`src/hdl/key_debounce_press_classifier_macros.svh`:
```
// Assertion macros for the key debounce / press classifier.
// Needs signals clk and rst in the scope that uses them.
// Empty when SYNTHESIS is defined.
`ifndef KEY_DEBOUNCE_PRESS_CLASSIFIER_MACROS_SVH
`define KEY_DEBOUNCE_PRESS_CLASSIFIER_MACROS_SVH

`ifndef SYNTHESIS

// Checked at every edge outside reset.
`define KDPC_ASSERT(lbl, prop, msg) \
  lbl: assert property (@(posedge clk) disable iff (rst) prop) else $error(msg);

// Checked at every edge, reset included.
`define KDPC_ASSERT_ALWAYS(lbl, prop, msg) \
  lbl: assert property (@(posedge clk) prop) else $error(msg);

`else

`define KDPC_ASSERT(lbl, prop, msg)
`define KDPC_ASSERT_ALWAYS(lbl, prop, msg)

`endif

`endif

```
`src/hdl/kdpc_pkg.sv`:
```
// Package for the key debounce / press classifier.
// Action codes, register indexes and register reset values. No dependencies.
package kdpc_pkg;

  localparam int unsigned TimeWidth = 32;
  localparam int unsigned CfgWidth  = 16;
  localparam int unsigned CfgIdxWidth = 2;

  typedef enum logic [1:0] {
    ACT_IDLE    = 2'd0,
    ACT_HOLDING = 2'd1,
    ACT_SHORT   = 2'd2,
    ACT_LONG    = 2'd3
  } action_t;

  typedef enum logic [CfgIdxWidth-1:0] {
    REG_DEBOUNCE  = 2'd0,
    REG_SHORT_MIN = 2'd1,
    REG_SHORT_MAX = 2'd2,
    REG_LONG_MIN  = 2'd3
  } reg_idx_t;

  localparam logic [CfgWidth-1:0] DebounceRst = 16'd200;
  localparam logic [CfgWidth-1:0] ShortMinRst = 16'd150;
  localparam logic [CfgWidth-1:0] ShortMaxRst = 16'd1000;
  localparam logic [CfgWidth-1:0] LongMinRst  = 16'd1500;

endpackage

```
`src/hdl/key_debounce_press_classifier.sv`:
```
// Key debounce and short/long press classifier: one scan item in, one action out.
// Each action passes the input register, then the result queue, before it is valid.
// Throughput: one item per cycle; input stalls only with both queue entries full.
// Reset (rst, synchronous, active high): registers back to 200/150/1000/1500 ms,
// key released, no press in progress, input register and result queue empty.
// Uses kdpc_pkg and macros.
`include "key_debounce_press_classifier_macros.svh"

module key_debounce_press_classifier
  import kdpc_pkg::*;
(
  input  logic                   clk,
  input  logic                   rst,
  // scan items
  input  logic                   in_valid,
  output logic                   in_stall,
  input  logic                   key_level,
  input  logic [TimeWidth-1:0]   time_now_ms,
  // actions
  output logic                   out_valid,
  input  logic                   out_stall,
  output logic [1:0]             action,
  // register writes
  input  logic                   cfg_we,
  input  logic [CfgIdxWidth-1:0] cfg_index,
  input  logic [CfgWidth-1:0]    cfg_wdata
);

  // Press phase. NOPRESS is both the reset phase and the phase after a report.
  typedef enum logic [1:0] {
    PH_RELEASED = 2'd0,
    PH_PRESSED  = 2'd1,
    PH_HOLDING  = 2'd2,
    PH_NOPRESS  = 2'd3
  } phase_t;

  // ---------------------------------------------------------------------------
  // Configuration registers
  // ---------------------------------------------------------------------------
  logic [CfgWidth-1:0] debounce_ms;
  logic [CfgWidth-1:0] short_min_ms;
  logic [CfgWidth-1:0] short_max_ms;
  logic [CfgWidth-1:0] long_min_ms;

  always_ff @(posedge clk) begin
    if (rst) begin
      debounce_ms  <= DebounceRst;
      short_min_ms <= ShortMinRst;
      short_max_ms <= ShortMaxRst;
      long_min_ms  <= LongMinRst;
    end else if (cfg_we) begin
      unique case (reg_idx_t'(cfg_index))
        REG_DEBOUNCE:  debounce_ms  <= cfg_wdata;
        REG_SHORT_MIN: short_min_ms <= cfg_wdata;
        REG_SHORT_MAX: short_max_ms <= cfg_wdata;
        REG_LONG_MIN:  long_min_ms  <= cfg_wdata;
        default: ;
      endcase
    end
  end

  // ---------------------------------------------------------------------------
  // Input register. It takes a new item whenever the classifier stage can
  // retire the one it holds, so items flow one per cycle.
  // ---------------------------------------------------------------------------
  logic                 in_reg_valid;
  logic                 in_reg_level;
  logic [TimeWidth-1:0] in_reg_time;

  logic [1:0] q_count;     // 0..2 actions waiting
  logic       q_full;
  logic       proc_fire;   // classifier consumes the input register
  logic       in_fire;

  assign q_full    = (q_count == 2'd2);
  assign in_stall  = in_reg_valid && q_full;
  assign in_fire   = in_valid && !in_stall;
  assign proc_fire = in_reg_valid && !q_full;

  always_ff @(posedge clk) begin
    if (rst) begin
      in_reg_valid <= 1'b0;
    end else if (in_fire) begin
      in_reg_valid <= 1'b1;
    end else if (proc_fire) begin
      in_reg_valid <= 1'b0;
    end
  end

  always_ff @(posedge clk) begin
    if (in_fire) begin
      in_reg_level <= key_level;
      in_reg_time  <= time_now_ms;
    end
  end

  // ---------------------------------------------------------------------------
  // Classifier state and single-pass update
  // ---------------------------------------------------------------------------
  logic                 stable_level;
  logic [TimeWidth-1:0] last_change_time;
  logic [TimeWidth-1:0] press_start_time;
  logic [TimeWidth-1:0] hold_time;
  phase_t               press_phase;
  logic                 long_latched;

  logic                 stable_level_next;
  logic [TimeWidth-1:0] last_change_time_next;
  logic [TimeWidth-1:0] press_start_time_next;
  logic [TimeWidth-1:0] hold_time_next;
  phase_t               press_phase_next;
  logic                 long_latched_next;
  action_t              act;

  logic [TimeWidth-1:0] since_change;  // wraps mod 2^32
  logic [TimeWidth-1:0] hold_now;      // wraps mod 2^32
  logic                 debounce_ok;

  assign since_change = in_reg_time - last_change_time;
  assign hold_now     = in_reg_time - press_start_time;
  assign debounce_ok  = (since_change >= TimeWidth'(debounce_ms));

  always_comb begin
    stable_level_next     = stable_level;
    last_change_time_next = last_change_time;
    press_start_time_next = press_start_time;
    hold_time_next        = hold_time;
    press_phase_next      = press_phase;
    long_latched_next     = long_latched;
    act                   = ACT_IDLE;

    // Level tracking. A change inside the debounce window leaves all state alone.
    if (in_reg_level != stable_level) begin
      if (debounce_ok) begin
        last_change_time_next = in_reg_time;
        stable_level_next     = in_reg_level;
        if (!in_reg_level) begin
          press_phase_next      = PH_PRESSED;
          press_start_time_next = in_reg_time;
        end else begin
          long_latched_next = 1'b0;
          press_phase_next  = PH_RELEASED;
          hold_time_next    = hold_now;
        end
      end
    end else if (!in_reg_level) begin
      // Still pressed: track hold unless a long press already fired.
      if (!long_latched) begin
        press_phase_next = PH_HOLDING;
        hold_time_next   = hold_now;
      end
    end else begin
      press_phase_next = PH_NOPRESS;
    end

    // Classify on the updated phase and hold time.
    if (press_phase_next == PH_HOLDING) begin
      if (hold_time_next >= TimeWidth'(long_min_ms)) begin
        press_start_time_next = '0;
        hold_time_next        = '0;
        press_phase_next      = PH_NOPRESS;
        long_latched_next     = 1'b1;
        act                   = ACT_LONG;
      end else begin
        act = ACT_HOLDING;
      end
    end else if (press_phase_next == PH_RELEASED &&
                 hold_time_next >= TimeWidth'(short_min_ms) &&
                 hold_time_next <= TimeWidth'(short_max_ms)) begin
      press_start_time_next = '0;
      hold_time_next        = '0;
      press_phase_next      = PH_NOPRESS;
      act                   = ACT_SHORT;
    end
  end

  always_ff @(posedge clk) begin
    if (rst) begin
      stable_level     <= 1'b1;
      last_change_time <= '0;
      press_start_time <= '0;
      hold_time        <= '0;
      press_phase      <= PH_NOPRESS;
      long_latched     <= 1'b0;
    end else if (proc_fire) begin
      stable_level     <= stable_level_next;
      last_change_time <= last_change_time_next;
      press_start_time <= press_start_time_next;
      hold_time        <= hold_time_next;
      press_phase      <= press_phase_next;
      long_latched     <= long_latched_next;
    end
  end

  // ---------------------------------------------------------------------------
  // Result queue: two entries, so the input side can still move after the
  // consumer starts stalling, until both entries are full.
  // ---------------------------------------------------------------------------
  logic [1:0] q_mem [2];
  logic       q_wr_ptr;
  logic       q_rd_ptr;
  logic       out_fire;

  assign out_valid = (q_count != 2'd0);
  assign out_fire  = out_valid && !out_stall;
  assign action    = q_mem[q_rd_ptr];

  always_ff @(posedge clk) begin
    if (rst) begin
      q_count  <= 2'd0;
      q_wr_ptr <= 1'b0;
      q_rd_ptr <= 1'b0;
    end else begin
      if (proc_fire) begin
        q_wr_ptr <= ~q_wr_ptr;
      end
      if (out_fire) begin
        q_rd_ptr <= ~q_rd_ptr;
      end
      if (proc_fire && !out_fire) begin
        q_count <= q_count + 2'd1;
      end else if (out_fire && !proc_fire) begin
        q_count <= q_count - 2'd1;
      end
    end
  end

  always_ff @(posedge clk) begin
    if (proc_fire) begin
      q_mem[q_wr_ptr] <= act;
    end
  end

  // ---------------------------------------------------------------------------
  // Assertions
  // ---------------------------------------------------------------------------
  `KDPC_ASSERT(a_q_bound, q_count <= 2'd2, "result queue count above two")
  `KDPC_ASSERT(a_latch_consistent,
               long_latched |-> (press_phase == PH_NOPRESS && !stable_level),
               "long latch set without a held key in no-press phase")
  `KDPC_ASSERT(a_pressed_level,
               (press_phase == PH_PRESSED || press_phase == PH_HOLDING) |-> !stable_level,
               "press phase while stable level is released")
  `KDPC_ASSERT(a_long_latches,
               (proc_fire && act == ACT_LONG) |=> long_latched,
               "long press reported without latching")

endmodule
```
`config.mk`:
```
export PLATFORM = sky130hd
export DESIGN_NAME = key_debounce_press_classifier
export DESIGN_NICKNAME = d
export VERILOG_FILES = /design/src/hdl/kdpc_pkg.sv /design/src/hdl/key_debounce_press_classifier.sv
export VERILOG_INCLUDE_DIRS = /design/src /design/src/hdl
export SDC_FILE = /design/constraint.sdc
export NUM_CORES = 1
export LEC_CHECK = 0
export BUFFER_PORTS_ARGS = -buffer_cell sky130_fd_sc_hd__clkbuf_2
export CAP_MARGIN = 0
export CORE_UTILIZATION = 55
export DETAILED_ROUTE_END_ITERATION = 12
export PLACE_DENSITY = 0.73
export RECOVER_POWER = 25
export SETUP_SLACK_MARGIN = 0.5
export SLEW_MARGIN = 0
export SYNTH_ARGS = -nofsm -noshare
export SYNTH_HDL_FRONTEND = slang
export SYNTH_SLANG_ARGS = --single-unit
export TNS_END_PERCENT = 100
```
`constraint.sdc`:
```
create_clock -name clk -period 8.75 [get_ports clk]
set_clock_uncertainty 0.2 [all_clocks]
set_input_delay 0.4375 -clock clk [delete_from_list [all_inputs] [get_ports clk]]
set_output_delay 0.4375 -clock clk [all_outputs]
set_load 0.1 [all_outputs]
```
==> results of run 1 <==
## flip-flops by register name (all words and copies together), names as in the netlist, 4 cells and up, named ones only
name / flops
press_start_time: 32
short_min_ms: 16
in_reg_time: 32
last_change_time: 32
hold_time: 32
short_max_ms: 16
long_min_ms: 16
q_mem: 4
debounce_ms: 16
## worst min-delay path: stages
cell and delay [ns]:
clkbuf_2 0.13, nand2_1 0.07, a21oi_1 0.05
## synth_stat cells (all sizes together), types with 19 or more instances
| cell type | n | share of area [%] |
|---|---|---|
| mux2i | 37 | 2.9 |
| edfxtp | 37 | 8.6 |
| a211oi | 19 | 1.1 |
| o21ai | 104 | 4.0 |
| xnor2 | 33 | 2.2 |
| xor2 | 24 | 1.6 |
| nand3 | 20 | 0.77 |
| nor3 | 20 | 0.81 |
| nand2 | 265 | 7.7 |
| o211ai | 33 | 1.9 |
| a21oi | 124 | 4.9 |
| ha | 127 | 12 |
| nand2b | 21 | 1.0 |
| nand4 | 23 | 1.1 |
| dfxtp | 170 | 26 |
| clkbuf | 61 | 1.8 |
| inv | 139 | 4.0 |
| a21o | 39 | 2.3 |
| nor2 | 96 | 2.8 |
## what timing repair did
item	CTS	global route
cloned	0	4
pin swaps	2	6
setup endpoints to repair	66	69
gates resized for setup	3	29
setup buffers	3	7
hold buffers	36	0
hold endpoints to repair	36	0
## area by class of cell
class	count	area [um^2]
tap	313	392
clock inverter	14	174
fill	1943	7960
timing repair buffer	118	877
inverter	139	522
multi-input combinational	1165	7820
clock buffer	27	591
antenna	1	2.50
sequential	207	4510
## power groups by stage
stage | clock [uW] | sequential, uW | combinational [uW]
finish | 997 | 1090 | 999
global route | 1040 | 1100 | 1100
CTS | 1010 | 1090 | 950
detailed placement | 0 | 1110 | 927
global placement | 0 | 1110 | 917
floorplan | 0 | 1090 | 718
## stage by stage
stage / setup slack, ns / instance area (um^2) / hold WS (ns) / power [uW] / cells
after floorplan: 1.02 / 13000 / 0.222 / 1810 / 1584
after global placement: 0.592 / 13400 / 0.229 / 2030 / 1892
after detailed placement: 0.327 / 13400 / 0.235 / 2040 / 1892
after CTS: 0.621 / 14600 / 0.00133 / 3050 / 1972
after global routing: 0.543 / 14900 / 0.0215 / 3240 / 1984
final: 0.888 / 14900 / 0.0216 / 3090 / 1984
## routing by layer
layer	vias to the layer above	GRT usage (%)	share of wire [%]	wire (um)
met5	-	0	0	0
met4	0	6.58	2.1	738
met3	56	5.68	7.7	2660
met2	404	45.6	46	15900
met1	5387	37.8	44	15300
li1	5720	-	-	-
## worst max path at each step
stage / endpoint / slack, ns / cells after the start
floorplan: q_mem[0][1] / 1.02 / 35
global placement: q_mem[0][1] / 0.59 / 31
detailed placement: q_mem[1][1] / 0.33 / 32
CTS: hold_time[19] / 0.62 / 35
global route: press_start_time[31] / 0.54 / 35
finish: press_start_time[29] / 0.89 / 32
## logic make-up after synthesis
kind of cell | after synthesis | share of synthesized area [%]
muxes | 45 | 3.55
buffers and inverters | 213 | 6.36
xor gates and xnor gates | 57 | 3.85
adders and majority gates | 129 | 12.6
and+or+nand+nor | 501 | 17.1
AOI/OAI and AO/OA | 432 | 21.7
DFF | 207 | 34.8
==> reports/metrics.csv, run 1 <==
stage;metric;value;unit
hold_path;WHS Path Cells;3;
critical_path;Worst Setup Path Type;flip-flop to flip-flop;
hold_path;WHS Endpoint;short_min_ms[0];
placement;DP Wirelength;24500;um
route;Via Count;11600;
clock_network;H-tree levels;1;
floorplan;num rows;55;
clock_network;CTS sink cnt;207;
clock_network;CTS tree;done;
grt;pin count of the biggest net entering global routing;55;
job;Max Cap Violations;2;
sta;endpoints failing setup;0;
placement;RePlAce Congestion;0.906;
critical_path;cell family with most CP delay;compound AO/OA/AOI/OAI gates;
logic_synthesis;synth warn;0;
power;Max IR drop VDD;158;uV
logic_synthesis;number of flops mapped to enable cells by yosys;37;
sta;RSZ-0062 raised after global routing;no;
critical_path;endpoint class of the critical path;flip-flop;
route;DR iter-0 viols;895;
logic_synthesis;cells after synthesis;1584;
finish;layout net count;1839;
power;power density cells;208;nW/um^2
power;Clk network pwr share;32.3;%
critical_path;start of the worst register-to-register path;in_reg_time[8];
clock_network;Num CTS Buffers;23;
critical_path;CP Buf/Inv Count;5;
status;status;finished with violations;
route;antenna viol nets, final;0;
sta;setup TNS;0;ns
clock_network;CTS Root Cell;clkbuf_16;
sta;final hold violation count;0;
route;DRC;0;
clock_network;Clock Latency Late Sink;0.51;ns
critical_path;R2R depth;32;
status;violated checks;capacitance limit, slew limit;
critical_path;CP Data Required Time;8.95;ns
grt;initial antenna violation count;1;
logic_synthesis;Async S/R FF share, synth;0;%
power;Sw Share;34.3;%
logic_synthesis;Yosys reg bits;207;
clock_network;CTS Buffer Depth;3;
sta;Slew Limit Fails;93;
floorplan;Die Area;24200;um^2
power;Int Pwr;2030;uW
sta;post-layout min period;7.86;ns
grt;first-pass GRT wire length;54300;um
critical_path;RR Endpoint;press_start_time[29];
critical_path;Worst Path Arrival;8.06;ns
finish;share of cells above drive strength 1;9.58;%
route;first drt pass iteration count;5;
route;Avg WL per Cell;17.4;um
critical_path;Startpoint Class;flip-flop;
power;Pleak;0.00584;uW
power;logic gate share of total power;32.3;%
hold_path;Hold WC Path Type;input port to flip-flop;
floorplan;Core ar.;22800;um^2
placement;port buffer count;59;
critical_path;Crit path largest cell delay;0.44;ns
floorplan;num ports;60;
grt;Overflow after GRT;0;
critical_path;crit-path max FO;34;
floorplan;die width;155;um
logic_synthesis;Distinct cells, synth;77;
logic_synthesis;Syn Nets;1769;
power;switching power;1060;uW
finish;commonest non-fill, non-tap cell in the layout;nand2_1;
finish;most frequent cells in the layout;nand2_1, dfxtp_1, inv_1;
sta;crit share post-route;89.9;%
critical_path;Slowest-stage cell, CP;mux2_2;
power;sequential share of power;35.4;%
route;DRT Wirelength;34600;um
logic_synthesis;Avg Inst Size Synth;8.18;um^2
finish;final core occ;65.2;%
critical_path;Critical path origin;in_reg_time[8];
grt;via count of the first global-routing pass;10700;
hold_path;hold path start;cfg_wdata[0];
route;vias per inst;5.83;
floorplan;starting density of the core;56.7;%
logic_synthesis;area of the mapped netlist;13000;um^2
finish;P&R area growth vs syn;14.9;%
sta;Max Freq;127;MHz
grt;Tot GR Track Use;27.9;%
sta;max_slew headroom;-83.6;%
clock_network;Clock transition at path regs;0.06;ns
logic_synthesis;register area share after synthesis;34.8;%
critical_path;R2R Setup Slk;0.89;ns
sta;Worst-Margin Slew;2.75;ns
floorplan;chip height;155;um
logic_synthesis;prevailing post-synth register cell;dfxtp_1;
(Power assumes the default switching activity.)
==> run 2: changes to the inputs <==
==> constraint.sdc (replaced) <==
create_clock -name clk -period 8.4 [get_ports clk]
set_clock_uncertainty 0.2 [all_clocks]
set_input_delay 0.42 -clock clk [delete_from_list [all_inputs] [get_ports clk]]
set_output_delay 0.42 -clock clk [all_outputs]
set_load 0.1 [all_outputs]
==> run 2 against run 1 <==
Compared with the run above: the run still ends with capacitance limit, slew limit left; sequential power is 5% higher; clock-buffer cell count is 2 higher; fmax is 2.3% higher; critical path depth is 2 higher; non-clock buffer count is 23 higher; setup slack worse by 0.17 ns; sequential cell count stayed put; first-iteration DRC count is 3.6% lower.
==> reports/metrics.csv, run 2 (synthesis gave the netlist of run 1 again) <==
stage;metric;value;unit
grt;pin count of the biggest net entering global routing;61;
finish;P&R area growth vs syn;18.0;%
hold_path;WHS Path Cells;3;
clock_network;CTS Root Cell;clkbuf_16;
power;power density cells;221;nW/um^2
sta;endpoints failing setup;0;
critical_path;Worst Setup Path Type;flip-flop to flip-flop;
placement;port buffer count;59;
sta;final hold violation count;0;
sta;Hold Slack;0.00109;ns
floorplan;die width;155;um
power;Pleak;0.00602;uW
placement;DP Wirelength;25200;um
power;Total Power;3370;uW
critical_path;cell mode on critical path;o21a_1;
clock_network;Clock transition at path regs;0.06;ns
placement;Area after DPL;13500;um^2
status;violated checks;capacitance limit, slew limit;
route;Via Count;11700;
route;vias per inst;5.81;
clock_network;CTS Buffer Depth;3;
sta;RSZ-0062 raised after global routing;no;
sta;post-layout min period;7.68;ns
critical_path;Slowest-stage cell, CP;edfxtp_1;
clock_network;CTS tree;done;
sta;Slew Limit Fails;93;
floorplan;Core ar.;22800;um^2
sta;Worst-Margin Slew;2.96;ns
critical_path;CP Buf/Inv Count;4;
floorplan;num ports;60;
sta;crit share post-route;91.5;%
critical_path;CP Data Required Time;8.62;ns
clock_network;Clock Latency Late Sink;0.54;ns
route;first drt pass iteration count;5;
route;DRT Wirelength;35100;um
critical_path;Worst Path Arrival;7.90;ns
floorplan;Die Area;24200;um^2
sta;max_slew headroom;-97.6;%
clock_network;CTS sink cnt;207;
critical_path;Startpoint Class;flip-flop;
grt;via count of the first global-routing pass;11000;
finish;most frequent cells in the layout;nand2_1, dfxtp_1, inv_1;
critical_path;endpoint class of the critical path;flip-flop;
floorplan;num rows;55;
finish;Ant. Diodes;0;
floorplan;chip height;155;um
job;Max Cap Violations;2;
route;DR iter-0 viols;863;
critical_path;cell family with most CP delay;compound AO/OA/AOI/OAI gates;
sta;setup TNS;0;ns
grt;initial antenna violation count;0;
placement;RePlAce Congestion;0.932;
finish;final core occ;66.9;%
finish;share of cells above drive strength 1;11.6;%
route;antenna viol nets, final;0;
finish;final instance area;15300;um^2
clock_network;Num CTS Buffers;25;
route;Avg WL per Cell;17.5;um
critical_path;Crit path largest cell delay;0.48;ns
sta;Max Freq;130;MHz
grt;first-pass GRT wire length;55500;um
grt;Tot GR Track Use;28.7;%
critical_path;critical path depth;34;
critical_path;R2R depth;34;
status;status;finished with violations;
grt;Overflow after GRT;0;
power;Max IR drop VDD;173;uV
floorplan;starting density of the core;56.7;%
route;DRC;0;
critical_path;crit-path max FO;8;
clock_network;H-tree levels;1;
hold_path;Hold WC Path Type;input port to flip-flop;
finish;commonest non-fill, non-tap cell in the layout;nand2_1;
finish;layout net count;1863;
-- run 2: changes by cell type in the layout (fill, tap and decap cells not counted), moves of 2 or more --
cell and delta:
o21ai_0 -2, a21oi_1 -2, a2111oi_4 +2, dlygate4sd3_1 +5
ha_2 +2, clkbuf_2 +2, clkbuf_1 -2, clkbuf_16 +2
a21oi_2 +2, buf_6 +4, buf_4 +13, ha_1 -3
o21ai_2 +2
-- run 2: where the power goes --
part / total (uW) / internal (uW) / switching [uW]
logic: 1090 / 436 / 653
clock network: 1140 / 704 / 440
registers: 1140 / 1080 / 54.4
total: 3370 / 2220 / 1150
-- run 2: metrics by stage --
stage          instances  setup WS, ns
2_1_floorplan       1584         0.668
3_3_place_gp        1896         0.252
3_5_place_dp        1896       -0.0273
4_1_cts             1988         0.537
5_1_grt             2010         0.345
6_report            2010         0.716
-- run 2: area by class of cell --
cell class | count | area, um^2
clock buffer | 29 | 641
clock inverter | 17 | 228
fill | 1941 | 7560
inverter | 139 | 522
multi-input combinational | 1164 | 7890
sequential | 207 | 4520
tap | 313 | 392
timing repair buffer | 141 | 1100
-- run 2: worst register-to-register path: cells and delay by family (launching register included) --
family                     cells  cell delay [ns]
AOI/OAI and AO/OA             18             3.37
buffers and inverters          4             0.65
adders and majority gates      3             0.99
muxes                          1             0.33
DFF                            1             0.48
and+or+nand+nor                8             1.55
-- run 2: worst paths after layout --
| check | from | endpoint | slack, ns |
|---|---|---|---|
| worst min-delay path | cfg_wdata[8] | debounce_ms[8] | 0.001 |
| worst max-delay path | in_reg_time[2] | press_start_time[31] | 0.72 |
| worst max register to register | in_reg_time[2] | press_start_time[31] | 0.72 |
| worst min register to register | hold_time[10] | hold_time[10] | 0.24 |
-- run 2: per-layer routing --
layer / GRT usage [%] / vias to the layer above / wire (um)
met5: 0 / - / 0
met4: 9.57 / 0 / 1140
met3: 3.93 / 79 / 2340
li1: - / 5754 / -
met1: 39.3 / 5462 / 15700
met2: 46.6 / 386 / 15900
-- run 2: timing repair --
item	CTS	global route
hold buffers	41	0
endpoints found under the setup margin	69	69
cloned	0	3
buffers inserted	5	19
resized for setup	15	45
pin swaps	2	23
endpoints found under the hold margin	58	0
==> run 3: changes to the inputs <==
==> constraint.sdc (replaced) <==
create_clock -name clk -period 9.3 [get_ports clk]
set_clock_uncertainty 0.2 [all_clocks]
set_input_delay 0.465 -clock clk [delete_from_list [all_inputs] [get_ports clk]]
set_output_delay 0.465 -clock clk [all_outputs]
set_load 0.1 [all_outputs]
==> run 3 against run 2 <==
Compared with the run above: the run still ends with capacitance limit, slew limit left; first-iteration DRC count fell by 20%; clock power fell by 19%; final cell count shrank 1.9%; sequential share of layout area grew 1.3 points; non-clock buffer count shrank 36; combinational power fell by 17%; design area is 4.3% lower.
==> reports/metrics.csv, run 3 (synthesis gave the netlist of run 1 again) <==
stage;metric;value;unit
floorplan;starting density of the core;56.7;%
critical_path;Slowest-stage cell, CP;or3_1;
critical_path;CP Data Required Time;9.49;ns
grt;pin count of the biggest net entering global routing;50;
clock_network;CTS Root Cell;clkbuf_16;
clock_network;Clock transition at path regs;0.06;ns
sta;Slew Limit Fails;93;
clock_network;Clock Latency Late Sink;0.52;ns
route;DRC;0;
clock_network;CTS Buffer Depth;3;
finish;most frequent cells in the layout;nand2_1, dfxtp_1, inv_1;
floorplan;num rows;55;
sta;Max Freq;119;MHz
clock_network;H-tree levels;1;
floorplan;num ports;60;
hold_path;WHS Path Cells;3;
floorplan;chip height;155;um
critical_path;Startpoint Class;flip-flop;
placement;RePlAce Congestion;0.880;
hold_path;Hold WC Path Type;input port to flip-flop;
floorplan;Core ar.;22800;um^2
grt;Tot GR Track Use;28.1;%
route;DRT Wirelength;33700;um
route;DR iter-0 viols;688;
route;Via Count;11400;
grt;initial antenna violation count;0;
status;violated checks;capacitance limit, slew limit;
sta;post-layout min period;8.39;ns
sta;max_slew headroom;-69.5;%
sta;Hold Slack;0.0252;ns
sta;endpoints failing setup;0;
critical_path;Crit path largest cell delay;0.47;ns
sta;crit share post-route;90.2;%
clock_network;Num CTS Buffers;24;
clock_network;CTS tree;done;
finish;P&R area growth vs syn;12.9;%
finish;share of cells above drive strength 1;8.50;%
placement;port buffer count;59;
sta;setup TNS;0;ns
sta;RSZ-0062 raised after global routing;no;
critical_path;Worst Setup Path Type;flip-flop to flip-flop;
critical_path;Worst Path Arrival;8.58;ns
finish;Ant. Diodes;0;
finish;final core occ;64.0;%
power;Max IR drop VDD;145;uV
floorplan;die width;155;um
critical_path;crit-path max FO;32;
clock_network;CTS sink cnt;207;
critical_path;R2R depth;34;
finish;commonest non-fill, non-tap cell in the layout;nand2_1;
floorplan;Die Area;24200;um^2
job;Max Cap Violations;2;
route;Avg WL per Cell;17.1;um
grt;Overflow after GRT;0;
grt;via count of the first global-routing pass;10900;
route;antenna viol nets, final;0;
route;vias per inst;5.80;
critical_path;endpoint class of the critical path;flip-flop;
placement;DP Wirelength;24800;um
finish;layout net count;1826;
grt;first-pass GRT wire length;54500;um
power;Pleak;0.00576;uW
route;first drt pass iteration count;6;
status;status;finished with violations;
sta;Worst-Margin Slew;2.54;ns
sta;final hold violation count;0;
power;power density cells;196;nW/um^2
critical_path;cell mode on critical path;o21a_1;
-- run 3: cell types whose count changed in the layout (fill, tap and decap cells not counted), moves of 4 or more --
cell           change
buf_4             -21
dlygate4sd3_1      -7
ha_1               +6
buf_6              -4
-- run 3: worst max-delay path, delay by kind of cell, from the launching register on --
family | cells | cell delay, ns
AOI/OAI and AO/OA | 18 | 3.63
xor gates and xnor gates | 1 | 0.15
adders and majority gates | 3 | 1.06
buffers and inverters | 2 | 0.42
DFF | 1 | 0.45
muxes | 1 | 0.43
and+or+nand+nor | 9 | 1.86
-- run 3: repair_timing --
| item | 4_1_cts | 5_1_grt |
|---|---|---|
| endpoints found under the setup margin | 0 | 68 |
| hold endpoints to repair | 34 | 0 |
| hold buffers | 34 | 0 |
| setup buffers | 0 | 3 |
| resized for setup | 0 | 11 |
-- run 3: final cells by class --
type                            instances  area [um^2]
Multi-Input combinational cell       1164         7690
Clock buffer                           31          668
Tap cell                              313          392
Fill cell                            2033         8220
Inverter                              139          522
Clock inverter                         12          113
Sequential cell                       207         4510
Timing Repair Buffer                  105          726
-- run 3: per-stage QoR --
| stage | setup WS [ns] | instances | area [um^2] | total power, uW |
|---|---|---|---|---|
| final | 0.909 | 1971 | 14600 | 2860 |
| after global routing | 0.445 | 1971 | 14600 | 3010 |
| after CTS | 0.623 | 1968 | 14600 | 2860 |
| after detailed placement | 0.686 | 1891 | 13400 | 1920 |
| after global placement | 1.02 | 1891 | 13400 | 1900 |
| after floorplan | 1.57 | 1584 | 13000 | 1700 |
-- run 3: worst paths after layout --
path	end	from	slack, ns
setup / recovery	press_start_time[24]	in_reg_time[8]	0.91
hold / removal	short_min_ms[3]	cfg_wdata[3]	0.03
setup reg to reg	press_start_time[24]	in_reg_time[8]	0.91
hold reg to reg	press_start_time[10]	press_start_time[10]	0.24
-- run 3: power breakdown --
group / internal (uW) / leakage [uW] / total [uW] / switching [uW]
registers: 980 / 0.00174 / 1030 / 51.0
logic: 348 / 0.00364 / 905 / 558
clock network: 560 / 0.000382 / 926 / 366
total: 1890 / 0.00576 / 2860 / 975
-- run 3: metal layers --
metal	up-vias	track usage [%]	part of all wire (%)	wire length [um]
li1	5684	-	-	-
met1	5386	36.9	45	15300
met2	303	47.7	46	15500
met3	64	4.01	5.7	1920
met4	0	8.50	2.9	962
met5	-	0	0	0
